$ cat src/etic_pkg.sv
// Shared constants, types and register codes of the escape-time iteration counter.
`timescale 1ns / 1ps
package etic_pkg;

	// Field widths fixed by the channel definitions
	localparam int unsigned C_W        = 32;
	localparam int unsigned TAG_W      = 24;
	localparam int unsigned CNT_W      = 10;
	localparam int unsigned LIM_W      = 4;

	// Configuration port
	localparam int unsigned CFG_IDX_W  = 2;
	localparam int unsigned CFG_DATA_W = 10;
	localparam logic [CFG_IDX_W-1:0] REG_MAX_ITER = 2'd0;
	localparam logic [CFG_IDX_W-1:0] REG_ESC_LIM  = 2'd1;

	localparam logic [CNT_W-1:0] MAX_ITER_RST = 10'd200;
	localparam logic [LIM_W-1:0] ESC_LIM_RST  = 4'd4;

	// Arithmetic format defaults (Q4.28)
	localparam int unsigned FRAC_BITS_DEF = 28;
	localparam int unsigned WORD_BITS_DEF = 32;

	typedef struct packed {
		logic [CNT_W-1:0] max_iterations;
		logic [LIM_W-1:0] escape_limit_sq;
	} cfg_t;

	typedef enum logic [2:0] {
		ST_IDLE,
		ST_RI,
		ST_UPD,
		ST_RR,
		ST_II,
		ST_CMP,
		ST_OUT
	} core_st_t;

endpackage

$ cat src/etic_in_if.sv
// Point channel: valid/ready handshake carrying c and the pixel tag.
`timescale 1ns / 1ps
interface etic_in_if;
	logic                              valid;
	logic                              ready;
	logic signed [etic_pkg::C_W-1:0]   c_real;
	logic signed [etic_pkg::C_W-1:0]   c_imag;
	logic        [etic_pkg::TAG_W-1:0] pixel_tag;

	modport source(output valid, c_real, c_imag, pixel_tag, input ready);
	modport sink(input valid, c_real, c_imag, pixel_tag, output ready);
endinterface

$ cat src/etic_out_if.sv
// Result channel: valid/ready handshake carrying the escape count and tag.
`timescale 1ns / 1ps
interface etic_out_if;
	logic                              valid;
	logic                              ready;
	logic        [etic_pkg::CNT_W-1:0] escape_count;
	logic                              escaped;
	logic        [etic_pkg::TAG_W-1:0] tag_out;

	modport source(output valid, escape_count, escaped, tag_out, input ready);
	modport sink(input valid, escape_count, escaped, tag_out, output ready);
endinterface

$ cat src/etic_front.sv
// Front end: accept points, fit c to the word format, flag empty runs, queue them.
`timescale 1ns / 1ps
module etic_front #(
	parameter int unsigned WORD_BITS = etic_pkg::WORD_BITS_DEF
) (
	input  logic                             clk,
	input  logic                             arst_n,
	etic_in_if.sink                          points,
	input  logic [etic_pkg::CNT_W-1:0]       max_iterations,
	output logic                             q_vld,
	input  logic                             q_rdy,
	output logic [2*WORD_BITS+etic_pkg::TAG_W:0] q_data
);
	localparam int unsigned W  = WORD_BITS;
	localparam int unsigned CW = etic_pkg::C_W;
	localparam int unsigned QW = 2*W + etic_pkg::TAG_W + 1;

	logic signed [W-1:0] cr;
	logic signed [W-1:0] ci;
	logic                skip;
	logic                push;
	logic                pop;
	logic [QW-1:0]       ent_q [2];
	logic                wr_q;
	logic                rd_q;
	logic [1:0]          cnt_q;

	generate
		if (W >= CW) begin : g_wide
			always_comb begin
				cr = W'(points.c_real);
				ci = W'(points.c_imag);
			end
		end else begin : g_narrow
			localparam logic signed [W-1:0] MAXV = {1'b0, {(W-1){1'b1}}};
			localparam logic signed [W-1:0] MINV = {1'b1, {(W-1){1'b0}}};
			logic [CW-W:0] top_r;
			logic [CW-W:0] top_i;
			always_comb begin
				top_r = points.c_real[CW-1:W-1];
				top_i = points.c_imag[CW-1:W-1];
				if (top_r == '0 || top_r == '1) begin
					cr = points.c_real[W-1:0];
				end else begin
					cr = points.c_real[CW-1] ? MINV : MAXV;
				end
				if (top_i == '0 || top_i == '1) begin
					ci = points.c_imag[W-1:0];
				end else begin
					ci = points.c_imag[CW-1] ? MINV : MAXV;
				end
			end
		end
	endgenerate

	// A point with no iterations to run goes straight to the result
	assign skip = (max_iterations == '0);

	assign points.ready = (cnt_q != 2'd2);
	assign q_vld        = (cnt_q != 2'd0);
	assign q_data       = ent_q[rd_q];
	assign push         = points.valid & points.ready;
	assign pop          = q_vld & q_rdy;

	always_ff @(posedge clk or negedge arst_n) begin
		if (!arst_n) begin
			wr_q  <= 1'b0;
			rd_q  <= 1'b0;
			cnt_q <= 2'd0;
		end else begin
			if (push) begin
				wr_q <= ~wr_q;
			end
			if (pop) begin
				rd_q <= ~rd_q;
			end
			if (push && !pop) begin
				cnt_q <= cnt_q + 2'd1;
			end else if (pop && !push) begin
				cnt_q <= cnt_q - 2'd1;
			end
		end
	end

	always_ff @(posedge clk) begin
		if (push) begin
			ent_q[wr_q] <= {skip, points.pixel_tag, ci, cr};
		end
	end

endmodule

$ cat src/etic_mul.sv
// Shared signed multiplier: one product per request, in four partial products on 32-bit halves above 32 bits.
`timescale 1ns / 1ps
module etic_mul #(
	parameter int unsigned WORD_BITS = etic_pkg::WORD_BITS_DEF
) (
	input  logic                          clk,
	input  logic                          arst_n,
	input  logic                          start,
	input  logic signed [WORD_BITS-1:0]   a,
	input  logic signed [WORD_BITS-1:0]   b,
	output logic                          done,
	output logic signed [2*WORD_BITS-1:0] prod
);
	localparam int unsigned W  = WORD_BITS;
	localparam int unsigned AW = 2*W;
	localparam int unsigned NP = (W > 32) ? 4 : 1;
	localparam int unsigned OW = 33;
	localparam int unsigned PW = 2*OW;
	localparam int unsigned EW = AW + PW;

	logic signed [W-1:0]  a_q;
	logic signed [W-1:0]  b_q;
	logic [1:0]           k_q;
	logic                 busy_q;
	logic signed [OW-1:0] op_a;
	logic signed [OW-1:0] op_b;
	logic [1:0]           sh;
	logic signed [PW-1:0] prod_s1;
	logic [1:0]           sh_s1;
	logic                 vld_s1;
	logic                 last_s1;
	logic signed [EW-1:0] part;
	logic signed [AW-1:0] acc_q;
	logic                 done_q;
	logic                 last;

	generate
		if (NP == 4) begin : g_split
			// Upper half signed, lower half unsigned
			always_comb begin
				op_a = k_q[1] ? {{(OW-(W-32)){a_q[W-1]}}, a_q[W-1:32]} : {1'b0, a_q[31:0]};
				op_b = k_q[0] ? {{(OW-(W-32)){b_q[W-1]}}, b_q[W-1:32]} : {1'b0, b_q[31:0]};
				sh   = {1'b0, k_q[1]} + {1'b0, k_q[0]};
			end
		end else begin : g_single
			always_comb begin
				op_a = {{(OW-W){a_q[W-1]}}, a_q};
				op_b = {{(OW-W){b_q[W-1]}}, b_q};
				sh   = 2'd0;
			end
		end
	endgenerate

	assign last = (k_q == 2'(NP-1));
	assign part = EW'(prod_s1) <<< (32*sh_s1);
	assign done = done_q;
	assign prod = acc_q;

	always_ff @(posedge clk or negedge arst_n) begin
		if (!arst_n) begin
			busy_q  <= 1'b0;
			k_q     <= 2'd0;
			vld_s1  <= 1'b0;
			last_s1 <= 1'b0;
			done_q  <= 1'b0;
		end else begin
			done_q <= vld_s1 & last_s1;
			vld_s1 <= busy_q;
			if (start) begin
				busy_q <= 1'b1;
				k_q    <= 2'd0;
			end else if (busy_q) begin
				last_s1 <= last;
				k_q     <= k_q + 2'd1;
				if (last) begin
					busy_q <= 1'b0;
				end
			end
		end
	end

	always_ff @(posedge clk) begin
		if (start) begin
			a_q   <= a;
			b_q   <= b;
			acc_q <= '0;
		end else if (vld_s1) begin
			acc_q <= acc_q + part[AW-1:0];
		end
		if (busy_q) begin
			prod_s1 <= op_a * op_b;
			sh_s1   <= sh;
		end
	end

endmodule

$ cat src/etic_core.sv
// Back end: iterate z = z*z + c on the shared multiplier and hold the result.
`timescale 1ns / 1ps
module etic_core #(
	parameter int unsigned WORD_BITS = etic_pkg::WORD_BITS_DEF,
	parameter int unsigned FRAC_BITS = etic_pkg::FRAC_BITS_DEF
) (
	input  logic                                 clk,
	input  logic                                 arst_n,
	input  etic_pkg::cfg_t                       cfg,
	input  logic                                 q_vld,
	output logic                                 q_rdy,
	input  logic [2*WORD_BITS+etic_pkg::TAG_W:0] q_data,
	etic_out_if.source                           results
);
	localparam int unsigned W   = WORD_BITS;
	localparam int unsigned F   = FRAC_BITS;
	localparam int unsigned TW  = etic_pkg::TAG_W;
	localparam int unsigned NW  = etic_pkg::CNT_W;
	localparam int unsigned DW  = 2*W + 1;
	localparam int unsigned SW  = 2*W + 2;
	localparam int unsigned MW  = (2*W + 1 > 2*F + 4) ? 2*W + 1 : 2*F + 4;
	localparam logic signed [W-1:0] MAXV = {1'b0, {(W-1){1'b1}}};
	localparam logic signed [W-1:0] MINV = {1'b1, {(W-1){1'b0}}};

	etic_pkg::core_st_t st_q, st_d;

	logic                   pend_q;
	logic                   mul_start;
	logic                   mul_done;
	logic signed [W-1:0]    mul_a;
	logic signed [W-1:0]    mul_b;
	logic signed [2*W-1:0]  mul_p;
	logic signed [W-1:0]    cr_q, ci_q, zr_q, zi_q;
	logic signed [2*W-1:0]  rr_q, ii_q, ri_q;
	logic signed [DW-1:0]   dif_q;
	logic [TW-1:0]          tag_q;
	logic [NW-1:0]          it_q;
	logic [NW-1:0]          cnt_q;
	logic                   esc_q;
	logic signed [SW-1:0]   sum_r, sum_i;
	logic [MW-1:0]          mag, lim;
	logic                   escape;
	logic                   last;
	logic                   load_out;
	logic                   out_vld_q;

	function automatic logic signed [W-1:0] sat_w(input logic signed [SW-1:0] s);
		logic [SW-W:0] top;
		top = s[SW-1:W-1];
		if (top == '0 || top == '1) begin
			return s[W-1:0];
		end
		return s[SW-1] ? MINV : MAXV;
	endfunction

	etic_mul #(.WORD_BITS(W)) u_mul (
		.clk    (clk),
		.arst_n (arst_n),
		.start  (mul_start),
		.a      (mul_a),
		.b      (mul_b),
		.done   (mul_done),
		.prod   (mul_p)
	);

	always_comb begin
		mul_a = zr_q;
		mul_b = zi_q;
		case (st_q)
			etic_pkg::ST_RR: mul_b = zr_q;
			etic_pkg::ST_II: mul_a = zi_q;
			default: ;
		endcase
	end

	assign sum_r  = (SW'(dif_q) >>> F) + SW'(cr_q);
	assign sum_i  = (SW'(ri_q) >>> (F-1)) + SW'(ci_q);
	assign mag    = MW'($unsigned(rr_q)) + MW'($unsigned(ii_q));
	assign lim    = MW'(cfg.escape_limit_sq) << (2*F);
	assign escape = (mag > lim);
	assign last   = (NW'(it_q + 1'b1) == cfg.max_iterations);

	always_comb begin
		st_d      = st_q;
		q_rdy     = 1'b0;
		mul_start = 1'b0;
		load_out  = 1'b0;
		case (st_q)
			etic_pkg::ST_IDLE: begin
				if (q_vld) begin
					q_rdy = 1'b1;
					st_d  = q_data[2*W+TW] ? etic_pkg::ST_OUT : etic_pkg::ST_RI;
				end
			end
			etic_pkg::ST_RI: begin
				mul_start = !pend_q;
				if (mul_done) begin
					st_d = etic_pkg::ST_UPD;
				end
			end
			etic_pkg::ST_UPD: st_d = etic_pkg::ST_RR;
			etic_pkg::ST_RR: begin
				mul_start = !pend_q;
				if (mul_done) begin
					st_d = etic_pkg::ST_II;
				end
			end
			etic_pkg::ST_II: begin
				mul_start = !pend_q;
				if (mul_done) begin
					st_d = etic_pkg::ST_CMP;
				end
			end
			etic_pkg::ST_CMP: begin
				st_d = (escape || last) ? etic_pkg::ST_OUT : etic_pkg::ST_RI;
			end
			etic_pkg::ST_OUT: begin
				if (!out_vld_q || results.ready) begin
					load_out = 1'b1;
					st_d     = etic_pkg::ST_IDLE;
				end
			end
			default: st_d = etic_pkg::ST_IDLE;
		endcase
	end

	always_ff @(posedge clk or negedge arst_n) begin
		if (!arst_n) begin
			st_q      <= etic_pkg::ST_IDLE;
			pend_q    <= 1'b0;
			out_vld_q <= 1'b0;
		end else begin
			st_q <= st_d;
			if (mul_start) begin
				pend_q <= 1'b1;
			end else if (mul_done) begin
				pend_q <= 1'b0;
			end
			if (load_out) begin
				out_vld_q <= 1'b1;
			end else if (results.ready) begin
				out_vld_q <= 1'b0;
			end
		end
	end

	always_ff @(posedge clk) begin
		case (st_q)
			etic_pkg::ST_IDLE: begin
				if (q_vld) begin
					cr_q  <= q_data[W-1:0];
					ci_q  <= q_data[2*W-1:W];
					tag_q <= q_data[2*W+TW-1:2*W];
					zr_q  <= '0;
					zi_q  <= '0;
					rr_q  <= '0;
					ii_q  <= '0;
					it_q  <= '0;
					cnt_q <= '0;
					esc_q <= 1'b0;
				end
			end
			etic_pkg::ST_RI: begin
				dif_q <= DW'(rr_q) - DW'(ii_q);
				if (mul_done) begin
					ri_q <= mul_p;
				end
			end
			etic_pkg::ST_UPD: begin
				zr_q <= sat_w(sum_r);
				zi_q <= sat_w(sum_i);
			end
			etic_pkg::ST_RR: begin
				if (mul_done) begin
					rr_q <= mul_p;
				end
			end
			etic_pkg::ST_II: begin
				if (mul_done) begin
					ii_q <= mul_p;
				end
			end
			etic_pkg::ST_CMP: begin
				if (escape) begin
					cnt_q <= it_q;
					esc_q <= 1'b1;
				end else begin
					it_q <= it_q + 1'b1;
				end
			end
			default: ;
		endcase
		if (load_out) begin
			results.escape_count <= cnt_q;
			results.escaped      <= esc_q;
			results.tag_out      <= tag_q;
		end
	end

	assign results.valid = out_vld_q;

endmodule

$ cat src/escape_time_iteration_counter_unit.sv
// Top level of the escape-time iteration counter: config registers, front end, back end.
`timescale 1ns / 1ps
// Usage
//   points  : sink channel; one item carries c_real, c_imag (signed, FRAC_BITS fraction
//             bits) and a pixel_tag. An item is taken at a clock edge with valid and ready.
//   results : source channel; one item per point with escape_count, escaped and the
//             unchanged tag, in the order the points arrived.
//   cfg_*   : write port; index 0 sets max_iterations, index 1 sets escape_limit_sq.
//             Write only while no point is in flight. Other indexes are dropped.
// Operation
//   The back end runs one point at a time on a single shared multiplier. Each iteration
//   takes three products (re*im, re^2, im^2) of P partial products each, where P is 1 for
//   WORD_BITS up to 32 and 4 above, plus one update and one compare step. A point runs
//   escape index + 1 iterations, or max_iterations if it never escapes.
//   A two-item queue in front lets up to two more points be accepted while one iterates.
// Reset
//   arst_n clears the queue, the sequencer and the result valid; max_iterations returns
//   to 200 and escape_limit_sq to 4.
// Stall
//   A result waits in the output register until taken; meanwhile the back end holds its
//   finished point and the front queue keeps accepting until it is full.
module escape_time_iteration_counter_unit #(
	parameter int unsigned FRAC_BITS = etic_pkg::FRAC_BITS_DEF,
	parameter int unsigned WORD_BITS = etic_pkg::WORD_BITS_DEF
) (
	input  logic                                clk,
	input  logic                                arst_n,
	etic_in_if.sink                             points,
	etic_out_if.source                          results,
	input  logic                                cfg_we,
	input  logic [etic_pkg::CFG_IDX_W-1:0]      cfg_idx,
	input  logic [etic_pkg::CFG_DATA_W-1:0]     cfg_wdata
);
	localparam int unsigned QW = 2*WORD_BITS + etic_pkg::TAG_W + 1;

	etic_pkg::cfg_t cfg_q;
	logic           q_vld;
	logic           q_rdy;
	logic [QW-1:0]  q_data;

	// Configuration registers; unknown indexes are ignored
	always_ff @(posedge clk or negedge arst_n) begin
		if (!arst_n) begin
			cfg_q.max_iterations  <= etic_pkg::MAX_ITER_RST;
			cfg_q.escape_limit_sq <= etic_pkg::ESC_LIM_RST;
		end else if (cfg_we) begin
			case (cfg_idx)
				etic_pkg::REG_MAX_ITER: cfg_q.max_iterations <= cfg_wdata[etic_pkg::CNT_W-1:0];
				etic_pkg::REG_ESC_LIM:  cfg_q.escape_limit_sq <= cfg_wdata[etic_pkg::LIM_W-1:0];
				default: ;
			endcase
		end
	end

	// Front: accept, fit c to the word format, queue
	etic_front #(.WORD_BITS(WORD_BITS)) u_front (
		.clk            (clk),
		.arst_n         (arst_n),
		.points         (points),
		.max_iterations (cfg_q.max_iterations),
		.q_vld          (q_vld),
		.q_rdy          (q_rdy),
		.q_data         (q_data)
	);

	// Back: iterate and drive the result register
	etic_core #(.WORD_BITS(WORD_BITS), .FRAC_BITS(FRAC_BITS)) u_core (
		.clk     (clk),
		.arst_n  (arst_n),
		.cfg     (cfg_q),
		.q_vld   (q_vld),
		.q_rdy   (q_rdy),
		.q_data  (q_data),
		.results (results)
	);

endmodule

$ cat src/flat_wrapper.sv
// flat-port wrapper written by rule: the top's interface ports become plain ports
module escape_time_iteration_counter_unit_flat 
#(
	parameter int unsigned FRAC_BITS = etic_pkg::FRAC_BITS_DEF,
	parameter int unsigned WORD_BITS = etic_pkg::WORD_BITS_DEF
)
  (clk, arst_n, cfg_we, cfg_idx, cfg_wdata, points_valid, points_c_real, points_c_imag, points_pixel_tag, points_ready, results_valid, results_escape_count, results_escaped, results_tag_out, results_ready);
  etic_in_if points_i ();
  etic_out_if results_i ();
  input  logic clk;
  input  logic arst_n;
  input  logic cfg_we;
  input  logic [etic_pkg::CFG_IDX_W-1:0] cfg_idx;
  input  logic [etic_pkg::CFG_DATA_W-1:0] cfg_wdata;
  input wire logic [$bits(points_i.valid)-1:0] points_valid;
  input wire logic [$bits(points_i.c_real)-1:0] points_c_real;
  input wire logic [$bits(points_i.c_imag)-1:0] points_c_imag;
  input wire logic [$bits(points_i.pixel_tag)-1:0] points_pixel_tag;
  output wire logic [$bits(points_i.ready)-1:0] points_ready;
  output wire logic [$bits(results_i.valid)-1:0] results_valid;
  output wire logic [$bits(results_i.escape_count)-1:0] results_escape_count;
  output wire logic [$bits(results_i.escaped)-1:0] results_escaped;
  output wire logic [$bits(results_i.tag_out)-1:0] results_tag_out;
  input wire logic [$bits(results_i.ready)-1:0] results_ready;
  assign points_i.valid = points_valid;
  assign points_i.c_real = points_c_real;
  assign points_i.c_imag = points_c_imag;
  assign points_i.pixel_tag = points_pixel_tag;
  assign points_ready = points_i.ready;
  assign results_valid = results_i.valid;
  assign results_escape_count = results_i.escape_count;
  assign results_escaped = results_i.escaped;
  assign results_tag_out = results_i.tag_out;
  assign results_i.ready = results_ready;
  escape_time_iteration_counter_unit #(.FRAC_BITS(FRAC_BITS), .WORD_BITS(WORD_BITS)) u_core (.clk(clk), .arst_n(arst_n), .points(points_i), .results(results_i), .cfg_we(cfg_we), .cfg_idx(cfg_idx), .cfg_wdata(cfg_wdata));
endmodule
$ cat config.mk
export PLATFORM = sky130hd
export DESIGN_NAME = escape_time_iteration_counter_unit_flat
export DESIGN_NICKNAME = d
export VERILOG_FILES = /design/src/etic_pkg.sv /design/src/etic_in_if.sv /design/src/etic_out_if.sv /design/src/etic_front.sv /design/src/etic_mul.sv /design/src/etic_core.sv /design/src/escape_time_iteration_counter_unit.sv /design/src/flat_wrapper.sv
export SDC_FILE = /design/constraint.sdc
export NUM_CORES = 2
export LEC_CHECK = 0
export ABC_AREA = 1
export ABC_CLOCK_PERIOD_IN_PS = 10500
export BUFFER_PORTS_ARGS = -buffer_cell sky130_fd_sc_hd__buf_4
export CELL_PAD_IN_SITES_DETAIL_PLACEMENT = 0
export CELL_PAD_IN_SITES_GLOBAL_PLACEMENT = 1
export CORE_UTILIZATION = 47
export CTS_CLUSTER_SIZE = 30
export DETAILED_ROUTE_END_ITERATION = 12
export PLACE_DENSITY_LB_ADDON = 0.1
export SLEW_MARGIN = 20
export SYNTH_ARGS = -nofsm -noshare
export SYNTH_HDL_FRONTEND = slang
export SYNTH_SLANG_ARGS = --single-unit
$ cat constraint.sdc
create_clock -name clk -period 10.5 [get_ports clk]
set_clock_uncertainty 0.05 [all_clocks]
set_input_delay 0.525 -clock clk [delete_from_list [all_inputs] [get_ports clk]]
set_output_delay 0.525 -clock clk [all_outputs]
set_load 0.05 [all_outputs]
### Yosys cells after proc, flatten, opt, wreduce, memory -nomap -nowiden

Memories as Yosys holds them, arrays and structs flattened.
Index checks and enable logic that the tools add are counted.

| word-level totals | value |
|---|---|
| word-level logic and storage cells | 158 |
| input port bits | 105 |
| output and inout bits | 37 |
| memories | 1 |
| flip-flop bits (word level) | 686 |
| bits in writable memories | 178 |

| cells by class | value |
|---|---|
| reductions and logical operators | 37 |
| equality and inequality tests | 18 |
| mux-type cells | 53 |
| bitwise gates (word level) | 6 |
| add/subtract/negate cells | 9 |
| $lt $le $gt $ge | 1 |
| $mul | 1 |

Memories:

| name | depth | width | rd ports | clocked after Yosys merged registers in | wr ports | line | RTL |
|---|---|---|---|---|---|---|---|
| u_core.u_front.ent_q | 2 | 89 | 1 | 0 | 1 | etic_front.sv:23 | `logic [QW-1:0] ent_q [2];` |

Operators by type and width:

| operator | count |
|---|---|
| $mux W32 | 9 |
| $pmux W64 S2 | 2 |
| $mux W64 | 2 |
| $pmux W32 S2 | 2 |
| $add A37 B32 Y38 | 2 |
| $eq A35 B35 Y1 const B | 2 |
| $logic_not A35 Y1 | 2 |
| $add A64 B64 Y65 | 1 |
| $gt A65 B60 Y1 | 1 |
| $sub A64 B64 Y65 | 1 |
| $add A64 B64 Y64 | 1 |
| $mul A32 B32 Y64 | 1 |
| $pmux W10 S2 | 2 |
| $mux W10 | 3 |
| $mux W3 | 7 |
| $pmux W3 S7 | 1 |
| $mux W1 | 20 |
| $reduce_bool A2 Y1 | 9 |
| $reduce_and A2 Y1 | 6 |
| $reduce_and A3 Y1 | 4 |
| $add A10 B1 Y10 const B | 1 |
| $eq A10 B10 Y1 | 1 |
| $logic_not A10 Y1 | 1 |
| $eq A3 B3 Y1 const B | 3 |
| 18 further kinds | 41 |

### Depth between registers and ports, before layout

| depth | value |
|---|---|
| word-level depth | 7 |
| gate-level depth with buffers | 34 |
| gate-level depth less buffers | 33 |

### Modules after synthesis

A second synthesis with hierarchy kept.

| second synthesis, totals | value |
|---|---|
| cells, all modules | 10788 |
| area total of the unflattened synthesis | 87308.7 sq um |

By module, submodules not included:

| module | instances | seq. area each (sq um) | cells an instance | area each (sq um) |
|---|---|---|---|---|
| etic_mul | 1 | 5275.1 | 6342 | 49879.1 |
| etic_core | 1 | 12436.9 | 3882 | 30061.3 |
| etic_front | 1 | 5445.2 | 501 | 6784.0 |
| escape_time_iteration_counter_unit | 1 | 355.3 | 63 | 584.3 |

### Worst setup path after synthesis

OpenSTA, ideal clock, no wires.

| path | value |
|---|---|
| path kind | reg-to-reg |
| start | register u_core.u_core.st_q[1] |
| end | register u_core.u_core.ii_q[0], enable pin |
| cell stages (with the launch flop) | 8 |
| arrival | 8.197 ns |
| setup slack | 1.679 ns |
| clock period less this slack | 8.821 ns |
| library setup time | 0.574 ns |
| data required time | 9.876 ns |
| path buffers | 0 |
| path through | dfrtp_1 -> nor2_1 -> inv_1 -> nor2_1 -> inv_1 -> a21oi_1 -> inv_1 -> o21ai_0 |

| between the ends | value |
|---|---|
| cells in the longest elaborated chain, start to end | 3 |
| elaborated cells on any way between the ends | 6 |
| those cells by class | 3 x eq/ne; 3 x reduce/logical |

RTL lines:

| element | line | RTL |
|---|---|---|
| start, declared | etic_core.sv:25 | `etic_pkg::core_st_t st_q, st_d;` |
| start signal, assigned | etic_core.sv:129 | `st_q <= etic_pkg::ST_IDLE;` |
| start signal, assigned | etic_core.sv:133 | `st_q <= st_d;` |
| $eq A3 B3 Y1 or $logic_not A3 Y1 (tied branches) | etic_core.sv:148 | `case (st_q)` |
| $ne A2 B1 Y1 (no source line) or $reduce_bool A2 Y1 (tied branches) | -- |  |
| $reduce_and A3 Y1 (no source line) * | -- |  |
| end signal, assigned | etic_core.sv:180 | `ii_q <= mul_p;` |
| end, declared | etic_core.sv:34 | `logic signed [2*W-1:0] rr_q, ii_q, ri_q;` |

Mark *: on every way between the ends. The rest lies on a longest branch, timed or not.
A chain may end at the register's enable or synchronous reset.

### Final worst setup path

| path | value |
|---|---|
| start | register u_core.u_core.u_mul.a_q[31] |
| end | register u_core.u_core.u_mul.prod_s1[60] (data pin) |

| between the ends | value |
|---|---|
| cells in the longest elaborated chain, start to end | 1 |

RTL lines:

| element | line | RTL |
|---|---|---|
| start, declared | etic_mul.sv:21 | `logic signed [W-1:0] a_q;` |
| start signal, assigned | etic_mul.sv:84 | `a_q <= a;` |
| $mul A32 B32 Y64 | etic_mul.sv:91 | `prod_s1 <= op_a * op_b;` |
| end signal, assigned | etic_mul.sv:91 |  |
| end, declared | etic_mul.sv:28 | `logic signed [PW-1:0] prod_s1;` |

Every way passes these cells.

==> results.py <==
metrics = {
    "run": {
        "drv_cap": 0,
    },
    "timing": {
        "fmax_ghz": 0.1159,
        "period_minus_slack_ps": 8629,
        "final-max-slew-violation-count": 0,
        "fin_tns_setup_ps": 0,
        "setup_viol": 0,
        "post-route-period-util": 0.8218,
        "worst_pin_slew_ps": 1212,
        "hold_viol_final": 0,
        "maxSlewHeadroom": 0.1918,
        "rsz0062_at_grt": "no",
    },
    "placed_design": {
        "dp_hpwl_um": 222800,
        "gp_congestion": 0.9658,
        "io_buffers": 141,
    },
    "clocking": {
        "clockBufferDepth": 3,
        "cts_htree_levels": 3,
        "insertion_delay_ps": 730,
        "cts-root-buf": "clkbuf_16",
        "cts.sinks": 809,
        "postCtsResizedCells": 0,
        "clk_pin_slew_worst_paths_ps": 60,
        "cts_tree": "yes",
        "cts-buffers-inserted": 92,
    },
    "detailed_routing": {
        "drcViolationCount": 0,
        "routedWlPerCell_um": 21.91,
        "antenna_left": 0,
        "firstDrtPassIters": 8,
        "vias_per_cell": 5.192,
        "vias": 65220,
        "wirelength_um": 275200,
        "drtIter0Drc": 5301,
    },
    "synth": {
        "async_flop_share": 0.03585,
        "synth_top_area_cell": "fa_1",
        "synthDistinctLibCells": 64,
        "ys.flop_type": "edfxtp_1",
        "synth_top_area_share": 0.2577,
        "syn_avg_cell_area_um2": 8.419,
        "ys_warn_count": 0,
        "synth.area.top_cells": "fa_1 26%, edfxtp_1 25%, nand2_1 11%",
        "syn_area_mm2": 0.08435,
        "ys_seq_elements": 809,
        "synthCells": 10019,
        "synth_seq_area_share": 0.2788,
        "synth_edf_count": 716,
        "syn_nets": 11666,
    },
    "floorplan": {
        "rows": 155,
        "start_util": 0.4728,
        "core_area_mm2": 0.1784,
        "dieArea_mm2": 0.1812,
        "io_pins": 142,
        "die_h_um": 425.6,
        "die_x_um": 425.6,
    },
    "critical_path": {
        "critPathLaunchType": "flop",
        "slowest_delay_ps": 960,
        "cpLargestDelayFamily": "adder cells",
        "crit_path_max_fanout": 26,
        "endpoint_kind": "flop",
        "crit_top_cell": "fa_1",
        "cp.required_ps": 10920,
        "crit_buf_inv": 8,
        "slowest_stage": "fa_1",
        "critical_path_class": "reg -> reg",
        "arrival_ps": 9050,
    },
    "hold_path": {
        "hold_class": "in -> reg",
    },
    "final_layout": {
        "nets": 11778,
        "drive_gt1_frac": 0.05478,
        "area_delta_synth_final_pct": 9.060,
    },
    "global_route": {
        "grt_pass1_wl_um": 414200,
        "grt_pass1_vias": 66003,
        "antenna_found_initial": 17,
        "grt_use_total": 0.3070,
        "grt_max_degree": 102,
        "grt_overflow": 0,
    },
    "run_status": {
        "status": "finished clean",
    },
}
[routing by layer]
| layer | GRT usage | vias up | part of all wire |
|---|---|---|---|
| met3 | 0.04818 | 288 | 0.070 |
| li1 | - | 30688 | - |
| met1 | 0.4570 | 32088 | 0.47 |
| met2 | 0.4728 | 2146 | 0.44 |
| met5 | 0.002381 | - | 0.00036 |
| met4 | 0.06031 | 10 | 0.020 |
[placed cells by master, fill, tap and decap left out, drive strengths merged, types with 69 or more instances in the layout]
master / netlist / layout
nand3: 167 / 167
a21oi: 550 / 550
edfxtp: 716 / 716
nand2: 2467 / 2467
xor2: 174 / 174
nor2: 727 / 727
clkbuf: 266 / 113
ha: 456 / 456
o21ai: 351 / 351
buf: 59 / 244
fa: 1086 / 1086
dlygate4sd3: 0 / 99
inv: 2401 / 2406
xnor2: 87 / 87
a31oi: 69 / 69
[sequential cells by signal, summed over array words and instances (netlist names), 3 cells and up]
register	flops
u_core.u_core.it_q	10
u_core.u_core.ii_q	64
u_core.u_core.cnt_q	10
u_core.u_core.ci_q	32
u_core.u_core.u_mul.b_q	32
u_core.u_core.rr_q	64
u_core.u_core.u_mul.prod	64
u_core.u_core.results.tag_out	24
u_core.u_front.ent_q	178
u_core.u_core.u_mul.prod_s1	64
u_core.u_core.zi_q	32
u_core.u_core.st_q	3
u_core.u_core.results.escape_count	10
u_core.u_core.dif_q	37
u_core.u_core.u_mul.a_q	32
u_core.u_core.ri_q	37
u_core.u_core.cr_q	32
u_core.u_core.zr_q	32
u_core.cfg_q	14
u_core.u_core.tag_q	24
[through the flow]
stage / util / cells / cell area (um2) / setup slack [ps] / hold slack [ps]
floorplan: - / 10019 / 84350 / 1679 / 179.4
global placement: 0.4922 / 12290 / 87820 / 1814 / 351.5
detailed placement: 0.4923 / 12292 / 87840 / 1795 / 354.5
CTS: 0.5154 / 12559 / 91960 / 1783 / 22.70
global route: 0.5156 / 12560 / 91990 / 1181 / 63.42
finish: 0.5156 / 12562 / 91990 / 1871 / 71.27
[area by class of cell]
type	instances	area, um2
sequential	809	23520
fill	16967	86430
inverter	2401	9017
tap	2355	2947
antenna	2	5.005
clock inverter	55	638.1
timing repair buffer	343	2863
multi-input combinational	6484	50520
clock buffer	113	2484
[worst paths after layout]
path                       depth (start not counted)  slack [ps]                                     to                        start
setup / recovery                                  28        1870        u_core.u_core.u_mul.prod_s1[60]  u_core.u_core.u_mul.a_q[31]
hold / removal                                     3          70                        u_core.cfg_q[0]                 cfg_wdata[0]
setup reg to reg                                  28        1870        u_core.u_core.u_mul.prod_s1[60]  u_core.u_core.u_mul.a_q[31]
hold reg to reg                                    0         360  u_core.u_core.results.escape_count[7]       u_core.u_core.cnt_q[7]
max in group asynchronous                          2        9730             u_core.u_core.u_mul.busy_q                       arst_n
min in group asynchronous                          2         260                       u_core.cfg_q[12]                       arst_n
[logic make-up (layout without fill, tap and decap cells)]
family / after synthesis / count (layout) / share of synthesized area
AND/OR/NAND/NOR: 3519 / 3519 / 0.1661
buffers and inverters: 2726 / 2912 / 0.1233
adder cells (fa/ha/maj): 1542 / 1542 / 0.3254
AO/OA/AOI/OAI: 1160 / 1160 / 0.07891
flip-flops: 809 / 809 / 0.2788
XOR/XNOR: 261 / 261 / 0.02728
multiplexers: 2 / 2 / 0.0002670
other: 0 / 2 / 0
[synthesized netlist by cell type, drive strengths merged (31+ instances only)]
library cell,instances
o21ai,351
clkbuf,266
nor2,727
edfxtp,716
ha,456
o21a,31
inv,2401
fa,1086
buf,59
o21bai,36
a21oi,550
xor2,174
nand2,2467
nor3,51
dfxtp,64
a31oi,69
nand3,167
xnor2,87
nand4,57
[worst register-to-register path: cells and delay by family, from the launching register on]
family          cells  cell delay (ps)
compound gates      3              450
flops               1              520
fa+ha+maj           9             5140
buf+inv             8             1180
simple gates        7              900
xor+xnor            1              150
[repair_timing]
action	4_1_cts	5_1_grt
buffers inserted	0	0
hold buffers	99	0
endpoints found under the hold margin	213	0
Power is not shown: default switching activity piles up to over one toggle a cycle in this logic, so the estimate is an artifact.
